### config.mk
export PLATFORM = sky130hd
export DESIGN_NAME = pulse_saw_sound_generator_core_flat
export DESIGN_NICKNAME = d
export VERILOG_FILES = /design/src/hdl/psg_pkg.sv /design/src/hdl/psg_in_if.sv /design/src/hdl/psg_out_if.sv /design/src/hdl/psg_pulse.sv /design/src/hdl/psg_saw.sv /design/src/hdl/pulse_saw_sound_generator_core.sv /design/src/flat_wrapper.sv
export VERILOG_INCLUDE_DIRS = /design/src /design/src/hdl
export SDC_FILE = /design/constraint.sdc
export NUM_CORES = 1
export LEC_CHECK = 0
export ABC_AREA = 1
export BUFFER_PORTS_ARGS = -buffer_cell sky130_fd_sc_hd__buf_2
export CAP_MARGIN = 5
export CORE_ASPECT_RATIO = 1.2
export CORE_MARGIN = 2
export CORE_UTILIZATION = 67
export CTS_BUF_LIST = sky130_fd_sc_hd__clkbuf_16
export CTS_CLUSTER_DIAMETER = 100
export DETAILED_ROUTE_END_ITERATION = 10
export PLACE_DENSITY_LB_ADDON = 0.2
export SYNTH_ARGS = -nofsm -noshare
export SYNTH_HDL_FRONTEND = slang
export SYNTH_SLANG_ARGS = --single-unit
### constraint.sdc
create_clock -name clk -period 9.9 [get_ports clk]
set_input_delay 1.98 -clock clk [delete_from_list [all_inputs] [get_ports clk]]
set_output_delay 1.98 -clock clk [all_outputs]
set_load 0.01 [all_outputs]
### src/hdl/pulse_saw_sound_generator_core_assert.svh
// Assertion macros for the pulse/saw sound generator core.
`ifndef PULSE_SAW_SOUND_GENERATOR_CORE_ASSERT_SVH
`define PULSE_SAW_SOUND_GENERATOR_CORE_ASSERT_SVH

`ifndef ASSERT_OFF

`define PSG_ASSERT_IMPLIES(label, clk, rst_n, cond, prop) \
    label: assert property (@(posedge clk) disable iff (!rst_n) (cond) |-> (prop)) \
        else $error("psg: same-cycle check failed");

`define PSG_ASSERT_NEXT(label, clk, rst_n, cond, prop) \
    label: assert property (@(posedge clk) disable iff (!rst_n) (cond) |=> (prop)) \
        else $error("psg: next-cycle check failed");

`else

`define PSG_ASSERT_IMPLIES(label, clk, rst_n, cond, prop)

`define PSG_ASSERT_NEXT(label, clk, rst_n, cond, prop)

`endif

`endif

### src/hdl/psg_pkg.sv
// Shared types, constants and helpers for the pulse/saw sound generator.
`default_nettype none

package psg_pkg;

    localparam logic [15:0] DECODE_MASK  = 16'hF003;
    localparam logic [15:0] GLOBAL_ADDR  = 16'h9003;
    localparam logic [3:0]  PAGE_PULSE0  = 4'h9;
    localparam logic [3:0]  PAGE_PULSE1  = 4'hA;
    localparam logic [3:0]  PAGE_SAW     = 4'hB;
    localparam logic        CMD_WRITE    = 1'b0;
    localparam logic        CMD_TICK     = 1'b1;
    localparam logic [3:0]  SAW_LAST_STEP = 4'd13;

    localparam int PERIOD_W    = 12;
    localparam int COUNTDOWN_W = 13;

    typedef enum logic [1:0] {
        REG_CTRL      = 2'd0,
        REG_PERIOD_LO = 2'd1,
        REG_PERIOD_HI = 2'd2,
        REG_GLOBAL    = 2'd3
    } reg_sel_t;

    typedef enum logic [1:0] {
        SHIFT_0 = 2'd0,
        SHIFT_4 = 2'd1,
        SHIFT_8 = 2'd2
    } shift_t;

    // Per-channel request: a decoded write or a tick, already gated by the pipeline.
    typedef struct packed {
        logic       wr;
        reg_sel_t   sel;
        logic [7:0] data;
        logic       tick;
        shift_t     shift;
    } chan_req_t;

    function automatic logic [COUNTDOWN_W-1:0] reload_value(
        input logic [PERIOD_W-1:0] period,
        input shift_t              shift
    );
        logic [PERIOD_W-1:0] scaled;
        case (shift)
            SHIFT_4: scaled = period >> 4;
            SHIFT_8: scaled = period >> 8;
            default: scaled = period;
        endcase
        return {1'b0, scaled} + {{(COUNTDOWN_W-1){1'b0}}, 1'b1};
    endfunction

endpackage

`default_nettype wire

### src/hdl/psg_in_if.sv
// Request channel: valid/ready handshake carrying one bus write or one tick.
`default_nettype none

interface psg_in_if;
    logic        valid;
    logic        ready;
    logic        command;
    logic [15:0] address;
    logic [7:0]  data;

    modport source (output valid, output command, output address, output data, input ready);
    modport sink   (input valid, input command, input address, input data, output ready);
endinterface

`default_nettype wire

### src/hdl/psg_out_if.sv
// Result channel: valid/ready handshake carrying the channel levels and their sum.
`default_nettype none

interface psg_out_if;
    logic       valid;
    logic       ready;
    logic [5:0] mix_level;
    logic [3:0] pulse_one_level;
    logic [3:0] pulse_two_level;
    logic [4:0] saw_level;

    modport source (output valid, output mix_level, output pulse_one_level,
                    output pulse_two_level, output saw_level, input ready);
    modport sink   (input valid, input mix_level, input pulse_one_level,
                    input pulse_two_level, input saw_level, output ready);
endinterface

`default_nettype wire

### src/hdl/psg_pulse.sv
// Pulse channel: register file, period countdown, 16-step phase and level.
`default_nettype none

module psg_pulse (
    input  wire logic               clk,
    input  wire logic               rst_n,
    input  wire psg_pkg::chan_req_t req,
    output logic [3:0]              level
);

    logic [3:0]                          volume_reg, volume_next;
    logic [2:0]                          duty_reg, duty_next;
    logic                                constant_reg, constant_next;
    logic [psg_pkg::PERIOD_W-1:0]        period_reg, period_next;
    logic                                on_reg, on_next;
    logic [psg_pkg::COUNTDOWN_W-1:0]     countdown_reg, countdown_next;
    logic [psg_pkg::COUNTDOWN_W-1:0]     countdown_dec;
    logic [3:0]                          phase_reg, phase_next;

    assign countdown_dec = countdown_reg - {{(psg_pkg::COUNTDOWN_W-1){1'b0}}, 1'b1};

    always_comb
    begin
        volume_next    = volume_reg;
        duty_next      = duty_reg;
        constant_next  = constant_reg;
        period_next    = period_reg;
        on_next        = on_reg;
        countdown_next = countdown_reg;
        phase_next     = phase_reg;
        if (req.wr)
        begin
            unique case (req.sel)
                psg_pkg::REG_CTRL:
                begin
                    volume_next   = req.data[3:0];
                    duty_next     = req.data[6:4];
                    constant_next = req.data[7];
                end
                psg_pkg::REG_PERIOD_LO:
                begin
                    period_next = {period_reg[11:8], req.data};
                end
                psg_pkg::REG_PERIOD_HI:
                begin
                    period_next = {req.data[3:0], period_reg[7:0]};
                    on_next     = req.data[7];
                    // drop back to the first step on disable
                    if (!req.data[7])
                    begin
                        phase_next = 4'd0;
                    end
                end
                default:
                begin
                end
            endcase
        end
        else if (req.tick && on_reg)
        begin
            if (countdown_dec == '0)
            begin
                phase_next     = phase_reg + 4'd1;
                countdown_next = psg_pkg::reload_value(period_reg, req.shift);
            end
            else
            begin
                countdown_next = countdown_dec;
            end
        end
    end

    always_comb
    begin
        if (!on_next)
        begin
            level = 4'd0;
        end
        else if (constant_next || (phase_next <= {1'b0, duty_next}))
        begin
            level = volume_next;
        end
        else
        begin
            level = 4'd0;
        end
    end

    always_ff @(posedge clk or negedge rst_n)
    begin
        if (!rst_n)
        begin
            volume_reg    <= 4'd0;
            duty_reg      <= 3'd0;
            constant_reg  <= 1'b0;
            period_reg    <= {{(psg_pkg::PERIOD_W-1){1'b0}}, 1'b1};
            on_reg        <= 1'b0;
            countdown_reg <= {{(psg_pkg::COUNTDOWN_W-1){1'b0}}, 1'b1};
            phase_reg     <= 4'd0;
        end
        else
        begin
            volume_reg    <= volume_next;
            duty_reg      <= duty_next;
            constant_reg  <= constant_next;
            period_reg    <= period_next;
            on_reg        <= on_next;
            countdown_reg <= countdown_next;
            phase_reg     <= phase_next;
        end
    end

endmodule

`default_nettype wire

### src/hdl/psg_saw.sv
// Sawtooth channel: rate, period countdown, 14-step phase and 8-bit accumulator.
`default_nettype none

module psg_saw (
    input  wire logic               clk,
    input  wire logic               rst_n,
    input  wire psg_pkg::chan_req_t req,
    output logic [4:0]              level,
    output logic                    enabled
);

    logic [5:0]                          rate_reg, rate_next;
    logic [7:0]                          accum_reg, accum_next;
    logic [psg_pkg::PERIOD_W-1:0]        period_reg, period_next;
    logic                                on_reg, on_next;
    logic [psg_pkg::COUNTDOWN_W-1:0]     countdown_reg, countdown_next;
    logic [psg_pkg::COUNTDOWN_W-1:0]     countdown_dec;
    logic [3:0]                          phase_reg, phase_next;
    logic [3:0]                          phase_inc;

    assign countdown_dec = countdown_reg - {{(psg_pkg::COUNTDOWN_W-1){1'b0}}, 1'b1};
    assign phase_inc     = (phase_reg == psg_pkg::SAW_LAST_STEP) ? 4'd0 : phase_reg + 4'd1;

    always_comb
    begin
        rate_next      = rate_reg;
        accum_next     = accum_reg;
        period_next    = period_reg;
        on_next        = on_reg;
        countdown_next = countdown_reg;
        phase_next     = phase_reg;
        if (req.wr)
        begin
            unique case (req.sel)
                psg_pkg::REG_CTRL:
                begin
                    rate_next = req.data[5:0];
                end
                psg_pkg::REG_PERIOD_LO:
                begin
                    period_next = {period_reg[11:8], req.data};
                end
                psg_pkg::REG_PERIOD_HI:
                begin
                    period_next = {req.data[3:0], period_reg[7:0]};
                    on_next     = req.data[7];
                    if (!req.data[7])
                    begin
                        accum_next = 8'd0;
                        phase_next = 4'd0;
                    end
                end
                default:
                begin
                end
            endcase
        end
        else if (req.tick && on_reg)
        begin
            if (countdown_dec == '0)
            begin
                phase_next     = phase_inc;
                countdown_next = psg_pkg::reload_value(period_reg, req.shift);
                // clear on wrap, add on the other even steps
                if (phase_inc == 4'd0)
                begin
                    accum_next = 8'd0;
                end
                else if (!phase_inc[0])
                begin
                    accum_next = accum_reg + {2'b00, rate_reg};
                end
            end
            else
            begin
                countdown_next = countdown_dec;
            end
        end
    end

    assign level   = on_next ? accum_next[7:3] : 5'd0;
    assign enabled = on_reg;

    always_ff @(posedge clk or negedge rst_n)
    begin
        if (!rst_n)
        begin
            rate_reg      <= 6'd0;
            accum_reg     <= 8'd0;
            period_reg    <= {{(psg_pkg::PERIOD_W-1){1'b0}}, 1'b1};
            on_reg        <= 1'b0;
            countdown_reg <= {{(psg_pkg::COUNTDOWN_W-1){1'b0}}, 1'b1};
            phase_reg     <= 4'd0;
        end
        else
        begin
            rate_reg      <= rate_next;
            accum_reg     <= accum_next;
            period_reg    <= period_next;
            on_reg        <= on_next;
            countdown_reg <= countdown_next;
            phase_reg     <= phase_next;
        end
    end

endmodule

`default_nettype wire

### src/hdl/pulse_saw_sound_generator_core.sv
// Top level of the pulse/saw sound generator: input stage, decode, channels, result register.
//
//   channel   direction   payload
//   cmd       sink        command, address, data
//   res       source      mix_level, pulse_one_level, pulse_two_level, saw_level
//
// One request per clock is sustained while res.ready stays high; a taken request passes
// the input register, then the channel update; its result is valid in the result register.
// Reset leaves every channel disabled, periods and countdowns at 1, not halted, no shift.
// A stalled result holds the result register; one more request still fills the
// input register, after which cmd.ready drops until the result is taken.
`default_nettype none

`include "pulse_saw_sound_generator_core_assert.svh"

module pulse_saw_sound_generator_core (
    input  wire logic clk,
    input  wire logic rst_n,
    psg_in_if.sink    cmd,
    psg_out_if.source res
);

    logic                s1_valid_reg;
    logic                s1_command_reg;
    logic [15:0]         s1_address_reg;
    logic [7:0]          s1_data_reg;
    logic                s2_load;

    logic [15:0]         decoded;
    logic                is_write;
    logic                global_wr;
    logic                tick;
    psg_pkg::chan_req_t  pulse0_req;
    psg_pkg::chan_req_t  pulse1_req;
    psg_pkg::chan_req_t  saw_req;

    logic                halted_reg, halted_next;
    psg_pkg::shift_t     shift_reg, shift_next;

    logic [3:0]          p1_level;
    logic [3:0]          p2_level;
    logic [4:0]          saw_lvl;
    logic                saw_on;

    logic                out_valid_reg;
    logic [5:0]          mix_reg;
    logic [3:0]          p1_reg;
    logic [3:0]          p2_reg;
    logic [4:0]          saw_reg;

    assign s2_load   = s1_valid_reg && (!out_valid_reg || res.ready);
    assign cmd.ready = !s1_valid_reg || s2_load;

    always_ff @(posedge clk or negedge rst_n)
    begin
        if (!rst_n)
        begin
            s1_valid_reg <= 1'b0;
        end
        else if (cmd.ready)
        begin
            s1_valid_reg <= cmd.valid;
        end
    end

    always_ff @(posedge clk)
    begin
        if (cmd.valid && cmd.ready)
        begin
            s1_command_reg <= cmd.command;
            s1_address_reg <= cmd.address;
            s1_data_reg    <= cmd.data;
        end
    end

    // Decode the held request; everything is gated by the result-stage advance.
    assign decoded   = s1_address_reg & psg_pkg::DECODE_MASK;
    assign is_write  = s2_load && (s1_command_reg == psg_pkg::CMD_WRITE);
    assign global_wr = is_write && (decoded == psg_pkg::GLOBAL_ADDR);
    assign tick      = s2_load && (s1_command_reg == psg_pkg::CMD_TICK) && !halted_reg;

    always_comb
    begin
        pulse0_req.wr    = is_write && !global_wr && (decoded[15:12] == psg_pkg::PAGE_PULSE0);
        pulse0_req.sel   = psg_pkg::reg_sel_t'(decoded[1:0]);
        pulse0_req.data  = s1_data_reg;
        pulse0_req.tick  = tick;
        pulse0_req.shift = shift_reg;

        pulse1_req       = pulse0_req;
        pulse1_req.wr    = is_write && (decoded[15:12] == psg_pkg::PAGE_PULSE1);

        saw_req          = pulse0_req;
        saw_req.wr       = is_write && (decoded[15:12] == psg_pkg::PAGE_SAW);
    end

    always_comb
    begin
        halted_next = halted_reg;
        shift_next  = shift_reg;
        if (global_wr)
        begin
            halted_next = s1_data_reg[0];
            if (s1_data_reg[2])
            begin
                shift_next = psg_pkg::SHIFT_8;
            end
            else if (s1_data_reg[1])
            begin
                shift_next = psg_pkg::SHIFT_4;
            end
            else
            begin
                shift_next = psg_pkg::SHIFT_0;
            end
        end
    end

    always_ff @(posedge clk or negedge rst_n)
    begin
        if (!rst_n)
        begin
            halted_reg <= 1'b0;
            shift_reg  <= psg_pkg::SHIFT_0;
        end
        else
        begin
            halted_reg <= halted_next;
            shift_reg  <= shift_next;
        end
    end

    psg_pulse u_pulse0 (
        .clk   (clk),
        .rst_n (rst_n),
        .req   (pulse0_req),
        .level (p1_level)
    );

    psg_pulse u_pulse1 (
        .clk   (clk),
        .rst_n (rst_n),
        .req   (pulse1_req),
        .level (p2_level)
    );

    psg_saw u_saw (
        .clk     (clk),
        .rst_n   (rst_n),
        .req     (saw_req),
        .level   (saw_lvl),
        .enabled (saw_on)
    );

    always_ff @(posedge clk or negedge rst_n)
    begin
        if (!rst_n)
        begin
            out_valid_reg <= 1'b0;
        end
        else if (s2_load)
        begin
            out_valid_reg <= 1'b1;
        end
        else if (res.ready)
        begin
            out_valid_reg <= 1'b0;
        end
    end

    always_ff @(posedge clk)
    begin
        if (s2_load)
        begin
            mix_reg <= {2'b00, p1_level} + {2'b00, p2_level} + {1'b0, saw_lvl};
            p1_reg  <= p1_level;
            p2_reg  <= p2_level;
            saw_reg <= saw_lvl;
        end
    end

    assign res.valid           = out_valid_reg;
    assign res.mix_level       = mix_reg;
    assign res.pulse_one_level = p1_reg;
    assign res.pulse_two_level = p2_reg;
    assign res.saw_level       = saw_reg;

    `PSG_ASSERT_IMPLIES(a_stall_only_when_full, clk, rst_n, !cmd.ready,
        s1_valid_reg && out_valid_reg && !res.ready)
    `PSG_ASSERT_IMPLIES(a_mix_is_sum, clk, rst_n, out_valid_reg,
        res.mix_level == ({2'b00, p1_reg} + {2'b00, p2_reg} + {1'b0, saw_reg}))
    `PSG_ASSERT_IMPLIES(a_saw_silent_when_off, clk, rst_n, out_valid_reg && !saw_on,
        res.saw_level == 5'd0)
    `PSG_ASSERT_NEXT(a_load_shows_result, clk, rst_n, s2_load, res.valid)

endmodule

`default_nettype wire
### src/flat_wrapper.sv
// flat-port wrapper written by rule: the top's interface ports become plain ports
module pulse_saw_sound_generator_core_flat 
  (clk, rst_n, cmd_valid, cmd_command, cmd_address, cmd_data, cmd_ready, res_valid, res_mix_level, res_pulse_one_level, res_pulse_two_level, res_saw_level, res_ready);
  psg_in_if cmd_i ();
  psg_out_if res_i ();
  input  wire logic clk;
  input  wire logic rst_n;
  input wire logic [$bits(cmd_i.valid)-1:0] cmd_valid;
  input wire logic [$bits(cmd_i.command)-1:0] cmd_command;
  input wire logic [$bits(cmd_i.address)-1:0] cmd_address;
  input wire logic [$bits(cmd_i.data)-1:0] cmd_data;
  output wire logic [$bits(cmd_i.ready)-1:0] cmd_ready;
  output wire logic [$bits(res_i.valid)-1:0] res_valid;
  output wire logic [$bits(res_i.mix_level)-1:0] res_mix_level;
  output wire logic [$bits(res_i.pulse_one_level)-1:0] res_pulse_one_level;
  output wire logic [$bits(res_i.pulse_two_level)-1:0] res_pulse_two_level;
  output wire logic [$bits(res_i.saw_level)-1:0] res_saw_level;
  input wire logic [$bits(res_i.ready)-1:0] res_ready;
  assign cmd_i.valid = cmd_valid;
  assign cmd_i.command = cmd_command;
  assign cmd_i.address = cmd_address;
  assign cmd_i.data = cmd_data;
  assign cmd_ready = cmd_i.ready;
  assign res_valid = res_i.valid;
  assign res_mix_level = res_i.mix_level;
  assign res_pulse_one_level = res_i.pulse_one_level;
  assign res_pulse_two_level = res_i.pulse_two_level;
  assign res_saw_level = res_i.saw_level;
  assign res_i.ready = res_ready;
  pulse_saw_sound_generator_core u_core (.clk(clk), .rst_n(rst_n), .cmd(cmd_i), .res(res_i));
endmodule
[After elaboration in Yosys (flattened, before gate mapping)]
Cells that the tools add are included.
Storage, ports and cells
  register bits after elaboration: 169
  bits of input ports: 29
  output and inout port bits: 21
  word-level logic and storage cells: 174
Operators by class
  add/sub/neg operators: 12
  $lt $le $gt $ge: 2
  equal/unequal tests: 12
  mux-type cells: 66
  bitwise logic cells: 6
  reduce and logical (&&, ||, !) cells: 41
Operators with widths (number)
  $mux 12: 9
  $mux 4: 24
  $pmux 12 s2: 4
  $mux 8: 7
  $add 12x1->13 const B: 3
  $logic_not 13->1: 3
  $mux 13: 3
  $sub 13x1->13 const B: 3
  $reduce_and 3->1: 6
  $eq 4x4->1 const B: 4
  $logic_and 1x1->1: 13
  $mux 1: 13
  $add 4x1->4 const B: 3
  $mux 3: 4
  $add 8x6->8: 1
  $le 4x3->1: 2
  $reduce_and 2->1: 4
  $add 6x5->6: 1
  $eq 6x6->1 const B: 1
  $not 1->1: 6
  $reduce_bool 2->1: 3
  $add 4x4->5: 1
  $mux 5: 1
  $reduce_and 5->1: 1
  other kinds (10): 19

[Depth between registers and ports, before layout]
Gate-level depths: netlist of the first run.
  word-level depth: 15
  gate-level depth with buffers: 31
  mapped depth without buffers: 31

[By module]
A second synthesis of the first run with hierarchy kept.
Unflattened totals
  cell total of the unflattened synthesis: 1324
  area total of the unflattened synthesis: 10003.3 µm²
By module, submodules not included
  psg_saw: times used 1, cells each 450, area each 3096.7 µm², seq. area each 1103.6 µm²
  psg_pulse at u_core.u_pulse1: times used 1, cells each 383, area each 2671.3 µm², seq. area each 953.4 µm²
  psg_pulse at u_core.u_pulse0: times used 1, cells each 387, area each 2668.8 µm², seq. area each 953.4 µm²
  pulse_saw_sound_generator_core: times used 1, cells each 104, area each 1566.5 µm², seq. area each 1146.1 µm²

[Worst setup path after synthesis of the first run]
OpenSTA, ideal clock, no wires.
  path type: in2reg
  start: input port res_ready
  end: register u_core.mix_reg[4] (netlist: u_core.res.mix_level[4]), data pin
  setup time: 0.257 ns
  arrival time: 5.243 ns
  required time: 9.643 ns
  path slack: 4.400 ns
  stages on the path: 21
  cell sequence: inv_1 -> nand2_1 -> nand2_2 -> nor3_2 -> nand2_1 -> nor2_4 -> inv_2 -> o21ai_1 -> o21ai_2 -> ha_1 -> a21oi_1 -> nor2_1 -> o21ai_0 -> nand3_2 -> a21oi_1 -> ha_1 -> fa_1 -> fa_1 -> nand3_1 -> nand2_1 -> xor2_1
On the way
  elaborated cells between the ends (all ways): 40
  classes of those cells: 2 x add/sub; 2 x order compare; 20 x mux; 16 x reduce/logical
RTL lines
  start: declaration: line flat_wrapper.sv:18  | input wire logic [$bits(res_i.ready)-1:0] res_ready;
  $logic_or 1x1->1 *: line pulse_saw_sound_generator_core.sv:51  | assign s2_load = s1_valid_reg && (!out_valid_reg || res.ready);
  $logic_and 1x1->1 *: line pulse_saw_sound_generator_core.sv:51
  $logic_and 1x1->1 (2 in a row): line pulse_saw_sound_generator_core.sv:80  | assign tick = s2_load && (s1_command_reg == psg_pkg::CMD_TICK) && !halted_reg;
  $logic_and 1x1->1: line psg_pulse.sv:59  | else if (req.tick && on_reg)
  $mux 4: line psg_pulse.sv:59
  $mux 4 *: line psg_pulse.sv:31  | if (req.wr)
  named net u_core.u_pulse1.phase_next[1]: line psg_pulse.sv:18  | logic [3:0] phase_reg, phase_next;
  $le 4x3->1 *: line psg_pulse.sv:79  | else if (constant_next || (phase_next <= {1'b0, duty_next}))
  $logic_or 1x1->1 *: line psg_pulse.sv:79
  $mux 4 *: line psg_pulse.sv:79
  $mux 4 *: line psg_pulse.sv:75  | if (!on_next)
  named net u_core.p2_level[0]: line pulse_saw_sound_generator_core.sv:41  | logic [3:0] p2_level;
  $add 4x4->5 *: line pulse_saw_sound_generator_core.sv:175  | mix_reg <= {2'b00, p1_level} + {2'b00, p2_level} + {1'b0, saw_lvl};
  $add 6x5->6 *: line pulse_saw_sound_generator_core.sv:175
  end signal: assignment: line pulse_saw_sound_generator_core.sv:175
  end: declaration: line pulse_saw_sound_generator_core.sv:46  | logic [5:0] mix_reg;
The timed path passes the listed nets; every way through them passes the cells marked *. The select of a mux whose other input is x is not followed.
A chain may end at the register's enable or synchronous reset.

[Worst setup path in the final report of the first run]
  start: input port res_ready
  end: register u_core.mix_reg[5] (netlist: u_core.res.mix_level[5]), data pin
Same word-level chain as after synthesis.

==> results of run 1 <==
[tightest hold or removal path: stages, from the launching register on]
cell     delay, ns
dfrtp_1       0.35
nand2_1       0.05
o21ai_0       0.06
[how the worst max path moves through the flow]
stage                     slack (ns)  cells past startpoint                 endpoint
after floorplan                 4.40                     21  u_core.res.mix_level[4]
after global placement          3.37                     25  u_core.res.mix_level[5]
after detailed placement        3.24                     26  u_core.res.mix_level[5]
after CTS                       3.63                     24  u_core.res.mix_level[5]
after global routing            3.23                     24  u_core.res.mix_level[5]
final                           3.63                     24  u_core.res.mix_level[5]
[power groups by stage]
stage | registers, mW | clock network, mW | logic, mW
2_1_floorplan | 0.881 | 0 | 0.469
3_5_place_dp | 0.898 | 0 | 0.589
3_3_place_gp | 0.894 | 0 | 0.570
6_report | 0.888 | 0.681 | 0.599
4_1_cts | 0.888 | 0.680 | 0.596
5_1_grt | 0.905 | 0.710 | 0.674
[per-layer routing]
layer / share of wire, % / up-vias / track usage, % / wire, um
li1: - / 3916 / - / -
met1: 43 / 3764 / 39.6 / 9420
met2: 50 / 244 / 52.1 / 11000
met3: 5.0 / 50 / 5.15 / 1100
met4: 2.5 / 0 / 10.8 / 554
met5: 0 / - / 0 / 0
[stage by stage]
stage                     util, %  area (um^2)  worst slack, ns  power, mW  cells
after detailed placement     70.0         9960             3.24       1.49   1363
after global placement       70.0         9960             3.37       1.46   1363
final                        74.3        10600             3.63       2.17   1395
after global routing         74.3        10600             3.23       2.29   1395
after floorplan                 -         9660             4.40       1.35   1166
after CTS                    74.3        10600             3.63       2.16   1395
[area by class of cell]
type | instances | area [um^2]
sequential | 159 | 4160
tap | 175 | 219
multi-input combinational | 829 | 4780
clock inverter | 14 | 160
timing repair buffer | 40 | 205
inverter | 160 | 607
fill | 1036 | 3660
clock buffer | 18 | 450
[cells in the final DEF (no fill, tap or decap), types with 18 or more instances in the layout]
cell type,n
nor2_1,93
nor2_2,23
dfrtp_1,119
a21oi_1,44
inv_1,144
clkbuf_16,18
edfxtp_1,34
nand2_1,260
o21ai_1,31
nand4_1,19
buf_2,38
nand3_1,59
ha_1,35
xor2_1,32
o21ai_0,81
[logic make-up (layout without fill, tap and decap cells)]
| family | after synthesis | after routing | share of synthesized area (%) |
|---|---|---|---|
| xor gates and xnor gates | 47 | 47 | 4.50 |
| DFF | 159 | 159 | 43.0 |
| adders and majority gates | 38 | 38 | 5.16 |
| and+or+nand+nor | 530 | 530 | 26.2 |
| buffers and inverters | 178 | 232 | 7.49 |
| AOI/OAI and AO/OA | 214 | 214 | 13.7 |
==> results_dict.tcl, run 1 <==
set metrics [dict create \
    status "finished, final reports clean" \
    endpoint_kind "flip-flop" \
    drc 0 \
    finalNetCount 1274 \
    crit_path_max_fanout 15 \
    yosysSeqAreaShare_pct 43.0 \
    dp_hpwl_um 15800 \
    synth_area_um2 9660 \
    die_y_um 136 \
    synth-edff-count 34 \
    grt_max_degree 67 \
    finClkSkew_ns 0.0102 \
    synth_area_leaders "dfrtp_1 31%, edfxtp_1 11%, nand2_1 10%, inv_1 5.6%, ha_1 4.5%" \
    clockBufferDepth 2 \
    reg2reg_from "u_core.u_pulse0.countdown_reg[1]" \
    track_usage_pct 30.5 \
    synth_common_cells "260 x nand2_1, 144 x inv_1, 119 x dfrtp_1, 93 x nor2_1, 81 x o21ai_0" \
    period_minus_slack_ns 6.27 \
    hold_path_class "flip-flop to flip-flop" \
    powerDensity_nw_per_um2 205 \
    rows 48 \
    drt_iter0_markers 639 \
    holdPathStages 2 \
    ys.flop_type "dfrtp_1" \
    drive_gt1_share_pct 16.6 \
    vias_per_cell 5.72 \
    path_buf_inv 4 \
    syn_area_per_cell_um2 8.28 \
    tightestPinTransition_ns 0.958 \
    p_switching_mw 0.798 \
    path_common_cell "a21oi_1" \
    path_clk_slew_ns 0.07 \
    combPwrFrac_pct 27.6 \
    antenna_found_initial 0 \
    grt_pass1_vias 7637 \
    reg2reg_depth 29 \
    core_area_um2 14200 \
    tns_ns 0 \
    seqPwrFrac_pct 41.0 \
    htreeDepth 4 \
    cpPeakStageDelay_ns 0.47 \
    synth_warnings 0 \
    crit_required_ns 10.09 \
    vdd_drop_max_uv 156 \
    path_cells "buf_2 -> inv_1 -> nand2_1 -> nand2_2 -> nor3_2 -> nand2_1 -> nor2_4 -> inv_2 -> o21ai_1 -> o21ai_2 -> ha_1 -> a21oi_1 -> nor2_1 -> o21ai_0 -> nand3_2 -> a21oi_1 -> fa_1 -> xor2_1 -> ha_1 -> a21oi_1 -> and2_1 -> inv_1 -> a21oi_1 -> o21bai_1" \
    dieArea_um2 15400 \
    cts_tree "done" \
    netlist.area_leader.share_pct 30.8 \
    whs_endpoint "u_core.u_saw.period_reg[5]" \
    async_flop_share_pct 78.6 \
    max_freq_mhz 160 \
    cts_sinks 159 \
    synth_seq_cells 159 \
    cts_buffers 17 \
    vias 7974 \
    grt_pass1_wl_um 37000 \
    port_buffers 39 \
    hold_viol 0 \
    intPower_mw 1.37 \
    reg2reg_slack_ns 4.64 \
    fin_crit_sh_pct 63.3 \
    cts_resized 0 \
    synth_cell_type_count 54 \
    cts_setup_buffers 0 \
    worst-endpoint-arrival_ns 6.46 \
    ant_nets 0 \
    root_buffer "clkbuf_16" \
    finalSetupViolations 0 \
    maxCapViolations 0 \
    initial_core_util_pct 67.8 \
    dr.pass1.iters 5 \
    start_kind "input port" \
    ios 50 \
    wire_per_inst_um 15.9 \
    cpLargestDelayFamily "simple AND/OR/NAND/NOR gates" \
    hold-worst-slack_ns 0.485 \
    ctsHoldBuffers 0 \
    slew-limit-headroom_pct 35.4 \
    leakage_nw 5.09 \
    netlist_instances 1166 \
    area_growth_pct 9.51 \
    clkLatencyLatePin_ns 0.44 \
    synth_top_area_cell "dfrtp_1" \
    gp_congestion 0.909 \
    antennaDiodeCount 0 \
    wl_um 22100 \
    syn_nets 1233 \
    clockPowerShare_pct 31.4 \
    reg2reg_to "u_core.res.mix_level[5]" \
    yosysMostFrequentCell "nand2_1" \
    grt_setup_unrepaired "false" \
    crit_type "input port to flip-flop" \
    switching_share_pct 36.8 \
    cp-startpoint "res_ready" \
    fp.dieW_um 114 \
    worst_path_max_delay_cell "nand2_1" \
    slew_viol_final 0 \
    overflow 0 \
    min_from "u_core.u_saw.period_reg[5]" \
]
Note: power is estimated with default switching activity, not from simulation.
==> run 2: changes to the inputs <==
--- a/config.mk
+++ b/config.mk
@@ -6,12 +6,12 @@
 export SDC_FILE = /design/constraint.sdc
 export NUM_CORES = 1
 export LEC_CHECK = 0
-export ABC_AREA = 1
+export ABC_AREA = 0
 export BUFFER_PORTS_ARGS = -buffer_cell sky130_fd_sc_hd__buf_2
 export CAP_MARGIN = 5
 export CORE_ASPECT_RATIO = 1.2
 export CORE_MARGIN = 2
-export CORE_UTILIZATION = 67
+export CORE_UTILIZATION = 56
 export CTS_BUF_LIST = sky130_fd_sc_hd__clkbuf_16
 export CTS_CLUSTER_DIAMETER = 100
 export DETAILED_ROUTE_END_ITERATION = 10
==> constraint.sdc (replaced) <==
create_clock -name clk -period 5.4 [get_ports clk]
set_input_delay 1.08 -clock clk [delete_from_list [all_inputs] [get_ports clk]]
set_output_delay 1.08 -clock clk [all_outputs]
set_load 0.01 [all_outputs]
==> run 2 against run 1 <==
  * Sequential share of layout area fell by 2.9 points
  * Register-to-register slack got worse by 4.5 ns
  * Count of clock-buffer cells in the layout fell by 1
  * Non-clock buffer count rose by 89
  * Sequential cell count did not move
  * Worst setup slack got worse by 3.5 ns
  * Final area rose by 8.0%
  * Routed wire length rose by 6.8%
  * Critical path depth did not move
  * Global-route usage fell by 3.5 points
  * Worst hold slack improved by 0.013 ns
  * Critical endpoint unchanged
  * Largest power group is now combinational cells
  * Highest routed layer unchanged
==> results_dict.tcl, run 2 <==
set metrics [dict create \
    worst_path_max_delay_cell "fa_2" \
    fin_crit_sh_pct 97.6 \
    drive_gt1_share_pct 26.9 \
    cp-startpoint "u_core.u_pulse0.countdown_reg[0]" \
    fp.dieW_um 123 \
    period_minus_slack_ns 5.27 \
    synth-edff-count 34 \
    ant_nets 0 \
    rows 52 \
    cpLargestDelayFamily "simple AND/OR/NAND/NOR gates" \
    slew_viol_final 0 \
    intPower_mw 2.74 \
    synth_seq_cells 159 \
    hold-worst-slack_ns 0.499 \
    synthAdderAreaFrac_pct 5.21 \
    finalSetupViolations 0 \
    hold_viol 0 \
    synth_top_family_by_area "simple AND/OR/NAND/NOR gates" \
    clkLatencyLatePin_ns 0.43 \
    area_growth_pct 19.6 \
    endpoint "u_core.res.mix_level[5]" \
    path_buf_inv 3 \
    dp_hpwl_um 16300 \
    finClkSkew_ns 0.0113 \
    worst-endpoint-arrival_ns 5.46 \
    synth_warnings 0 \
    reg2reg_from "u_core.u_pulse0.countdown_reg[0]" \
    synth_area_leaders "dfrtp_1 31%, edfxtp_1 11%, mux2_2 7.3%, ha_1 4.6%, nand2_1 3.0%" \
    cts_tree "done" \
    antenna_found_initial 0 \
    start_kind "flip-flop" \
    synth_cell_type_count 75 \
    max_freq_mhz 190 \
    yosysMostFrequentCell "dfrtp_1" \
    switching_share_pct 34.9 \
    drc 0 \
    layout_common_cells "119 x dfrtp_1, 84 x buf_4, 76 x nand2_1, 69 x nor2_1, 60 x mux2_2" \
    powerDensity_nw_per_um2 369 \
    port_buffers 39 \
    ys.flop_type "dfrtp_1" \
    clockBufferDepth 2 \
    crit_path_max_fanout 5 \
    ios 50 \
    path_clk_slew_ns 0.07 \
    cpPeakStageDelay_ns 0.60 \
    total_power_mw 4.21 \
    grt_pass1_vias 7964 \
    core_area_um2 16800 \
    wire_per_inst_um 18.2 \
    vias 8021 \
    netlist.area_leader.share_pct 31.2 \
    seqPwrFrac_pct 35.2 \
    combPwrFrac_pct 35.5 \
    synth_compound_area_share_pct 14.8 \
    syn_area_per_cell_um2 9.85 \
    yosysSeqAreaShare_pct 43.5 \
    hold_path_class "flip-flop to flip-flop" \
    place_area_um2 10500 \
    synth_common_cells "119 x dfrtp_1, 76 x nand2_1, 71 x nor2_1, 62 x mux2_2, 56 x nand3_1" \
    cp.depth 24 \
    grt_pass1_wl_um 38500 \
    synth_top_area_cell "dfrtp_1" \
    vdd_drop_max_uv 277 \
    vias_per_cell 6.17 \
    root_buffer "clkbuf_16" \
    crit_required_ns 5.59 \
    wl_um 23600 \
    netlist_instances 970 \
    grt_setup_unrepaired "true" \
    dieArea_um2 18100 \
    cts_buffers 17 \
    grt_max_degree 47 \
    endpoint_kind "flip-flop" \
    dr.pass1.iters 6 \
    min_from "u_core.u_pulse1.phase_reg[2]" \
    maxCapViolations 0 \
    htreeDepth 4 \
    status "finished, final reports clean" \
    syn_nets 1037 \
    stdcell_area_um2 11400 \
    synthMuxAreaShare_pct 8.36 \
    synthSimpleGateAreaFrac_pct 21.2 \
    gp_congestion 0.888 \
    overflow 0 \
    fill_cells 1284 \
    mostFrequentLayoutCell "dfrtp_1" \
    synth_xor_area_share_pct 4.04 \
    slew-limit-headroom_pct 26.6 \
    track_usage_pct 27.0 \
    initial_core_util_pct 56.9 \
    reg2reg_to "u_core.res.mix_level[5]" \
    reg2reg_slack_ns 0.13 \
    drt_iter0_markers 618 \
    crit_type "flip-flop to flip-flop" \
    reg2reg_depth 24 \
    synth_area_um2 9550 \
    leakage_nw 4.90 \
    async_flop_share_pct 78.6 \
    clockPowerShare_pct 29.3 \
    die_y_um 147 \
    p_switching_mw 1.47 \
    cts_sinks 159 \
    finalNetCount 1139 \
    antennaDiodeCount 0 \
    tns_ns 0 \
    tightestPinTransition_ns 1.09 \
    path_cells "inv_1 -> ha_2 -> buf_6 -> or2_2 -> a21oi_2 -> o211ai_1 -> or4_4 -> nor2_4 -> mux2_4 -> ha_1 -> nor2b_1 -> o21ai_1 -> a32oi_1 -> a21oi_1 -> and2_4 -> buf_6 -> a31o_4 -> fa_2 -> ha_4 -> a21o_1 -> a21oi_2 -> nor2b_1 -> o21ai_1 -> nand2b_1" \
]
[run 2: power groups by stage]
stage	clock network (mW)	registers [mW]	logic (mW)
after floorplan	0	1.46	0.891
after global placement	0	1.49	1.32
after detailed placement	0	1.49	1.34
after CTS	1.25	1.47	1.40
after global routing	1.30	1.50	1.63
final	1.23	1.48	1.49
[run 2: through the flow]
| step | std cells | utilization, % | setup slack, ns |
|---|---|---|---|
| floorplan | 970 | - | 0.000123 |
| global placement | 1262 | 62.3 | -0.401 |
| detailed placement | 1262 | 62.3 | -0.464 |
| CTS | 1297 | 66.7 | 0.00258 |
| global route | 1301 | 68.0 | -0.127 |
| finish | 1301 | 68.0 | 0.129 |
[run 2: routing by layer]
layer	GRT usage, %	share of wire (%)	up-vias	wire length [um]
li1	-	-	3832	-
met1	35.5	43	3950	10100
met2	45.5	51	202	12000
met3	3.45	4.0	37	934
met4	10.1	2.3	0	550
met5	0	0	-	0
[run 2: worst min path at each step]
stage | end | slack, ns | cells after the start
2_1_floorplan | u_core.u_pulse0.phase_reg[3] | 0.46 | 1
3_3_place_gp | u_core.u_pulse0.phase_reg[3] | 0.48 | 1
3_5_place_dp | u_core.u_pulse0.phase_reg[3] | 0.48 | 1
4_1_cts | u_core.u_pulse0.phase_reg[3] | 0.49 | 1
5_1_grt | u_core.u_pulse1.duty_reg[2] | 0.52 | 1
6_report | u_core.u_pulse1.phase_reg[2] | 0.50 | 1
[run 2: cell type report]
cell class | instances | area (um^2) | share of cell area [%]
Multi-Input combinational cell | 741 | 5410 | 47.3
Clock buffer | 17 | 425 | 3.72
Clock inverter | 15 | 174 | 1.52
Timing Repair Buffer | 129 | 900 | 7.88
Tap cell | 216 | 270 | 2.37
Sequential cell | 159 | 4160 | 36.4
Inverter | 24 | 90.1 | 0.789
[run 2: cell families (layout without fill, tap and decap cells)]
logic type               Yosys count  count (layout)
AO/OA/AOI/OAI                    206             206
XOR/XNOR                          44              44
adder cells (fa/ha/maj)           38              38
buffers and inverters             70             185
flip-flops                       159             159
multiplexers                      72              72
AND/OR/NAND/NOR                  381             381
[run 2: repair_timing]
item,CTS,global route
endpoints found under the hold margin,0,0
hold buffers,0,0
setup buffers,3,4
pin swaps,12,25
resized for setup,27,34
setup endpoints to repair,4,4
==> run 3: changes to the inputs <==
--- a/config.mk
+++ b/config.mk
@@ -16,6 +16,7 @@
 export CTS_CLUSTER_DIAMETER = 100
 export DETAILED_ROUTE_END_ITERATION = 10
 export PLACE_DENSITY_LB_ADDON = 0.2
+export RECOVER_POWER = 50
 export SYNTH_ARGS = -nofsm -noshare
 export SYNTH_HDL_FRONTEND = slang
 export SYNTH_SLANG_ARGS = --single-unit
==> run 3 against run 2 <==
  * Routed wire length hardly changed
  * Power barely moved
  * Largest cell class unchanged
  * Final area fell by 0.23%
  * Register-to-register slack hardly changed
  * Global-route usage did not move
  * The run now ends with capacitance limit, slew limit left
  * Sequential power barely moved
  * Combinational power about the same
  * Critical path type unchanged
==> results_dict.tcl, run 3 (same netlist as run 2, synthesis figures left out) <==
set metrics [dict create \
    status "complete, but fails checks" \
    violations "capacitance limit, slew limit" \
    finClkSkew_ns 0.0108 \
    ios 50 \
    finalNetCount 1139 \
    hold_viol 0 \
    start_kind "flip-flop" \
    max_freq_mhz 190 \
    hold_path_class "flip-flop to flip-flop" \
    fin_ws_ns 0.137 \
    initial_core_util_pct 56.9 \
    slew-limit-headroom_pct -75.1 \
    drt_iter0_markers 625 \
    endpoint_kind "flip-flop" \
    track_usage_pct 27.0 \
    core_area_um2 16800 \
    overflow 0 \
    antennaDiodeCount 0 \
    rows 52 \
    leakage_nw 4.87 \
    tightestPinTransition_ns 2.63 \
    grt_pass1_vias 7964 \
    vias 8036 \
    dieArea_um2 18100 \
    drive_gt1_share_pct 26.2 \
    slew_viol_final 47 \
    reg2reg_slack_ns 0.14 \
    ant_nets 0 \
    area_growth_pct 19.3 \
    dp_hpwl_um 16300 \
    mostFrequentLayoutCell "dfrtp_1" \
    fin_crit_sh_pct 97.5 \
    fill_cells 1291 \
    crit_type "flip-flop to flip-flop" \
    wl_um 23600 \
    grt_max_degree 47 \
    cpLargestDelayFamily "compound AO/OA/AOI/OAI gates" \
    wire_per_inst_um 18.2 \
    ctsHoldBuffers 0 \
    vdd_drop_max_uv 279 \
    tns_ns 0 \
    vias_per_cell 6.18 \
    worst_path_max_delay_cell "fa_2" \
    die_y_um 147 \
    total_power_mw 4.21 \
    root_buffer "clkbuf_16" \
    crit_required_ns 5.59 \
    cts_tree "done" \
    htreeDepth 4 \
    fp.dieW_um 123 \
    finalSetupViolations 0 \
    period_minus_slack_ns 5.26 \
    gp_congestion 0.888 \
    antenna_found_initial 0 \
    grt_pass1_wl_um 38500 \
    port_buffers 39 \
    clockBufferDepth 2 \
    clkLatencyLatePin_ns 0.43 \
    path_buf_inv 4 \
    maxCapViolations 1 \
    powerDensity_nw_per_um2 369 \
    cpPeakStageDelay_ns 0.60 \
    worst-endpoint-arrival_ns 5.45 \
    dr.pass1.iters 5 \
    drc 0 \
    cts_buffers 17 \
    grt_setup_unrepaired "true" \
    pre_cts_ws_ns -0.464 \
    path_clk_slew_ns 0.07 \
    cts_sinks 159 \
    layout_common_cells "119 x dfrtp_1, 78 x buf_4, 76 x nand2_1, 70 x nor2_1, 60 x mux2_2" \
    crit_path_max_fanout 5 \
]
-- run 3: stage by stage --
stage / area, um^2 / utilization [%] / hold WS [ns] / cells
finish: 11400 / 67.9 / 0.500 / 1301
detailed placement: 10500 / 62.3 / 0.484 / 1262
global placement: 10500 / 62.3 / 0.479 / 1262
floorplan: 9560 / - / 0.457 / 970
CTS: 11200 / 66.7 / 0.495 / 1297
global route: 11400 / 67.9 / 0.516 / 1301
-- run 3: final timing paths --
check                                                      start                                to  depth (start not counted)
worst max-delay path            u_core.u_pulse0.countdown_reg[0]           u_core.res.mix_level[5]                         25
worst min-delay path                 u_core.u_pulse1.duty_reg[2]       u_core.u_pulse1.duty_reg[2]                          1
worst max register to register  u_core.u_pulse0.countdown_reg[0]           u_core.res.mix_level[5]                         25
worst min register to register       u_core.u_pulse1.duty_reg[2]       u_core.u_pulse1.duty_reg[2]                          1
max in group asynchronous                                  rst_n     u_core.u_pulse0.period_reg[8]                          2
min in group asynchronous                                  rst_n  u_core.u_pulse1.countdown_reg[4]                          1
-- run 3: layer usage --
layer | GRT usage [%] | up-vias | part of all wire (%)
li1 | - | 3827 | -
met1 | 35.5 | 3963 | 43
met2 | 45.5 | 206 | 51
met3 | 3.45 | 40 | 3.9
met4 | 10.1 | 0 | 2.4
met5 | 0 | - | 0
-- run 3: area by class of cell --
type | count | area (um^2) | share of cell area (%)
multi-input cells | 741 | 5400 | 47.4
flip-flops and latches | 159 | 4160 | 36.5
repair buffers | 129 | 876 | 7.69
clock buffers | 17 | 425 | 3.73
well taps | 216 | 270 | 2.37
clock inverters | 15 | 174 | 1.53
inverters | 24 | 90.1 | 0.791
-- run 3: timing repair --
item                                    4_1_cts  5_1_grt
gates cloned                                  0        0
endpoints found under the setup margin        4        4
pin swaps                                    12       25
setup buffers                                 3        4
resized for setup                            27       34
hold endpoints to repair                      0        0
-- run 3: report_power, final --
group,switching (mW),internal [mW]
Clock,0.540,0.696
Sequential,0.126,1.36
Combinational,0.805,0.685
Total,1.47,2.74
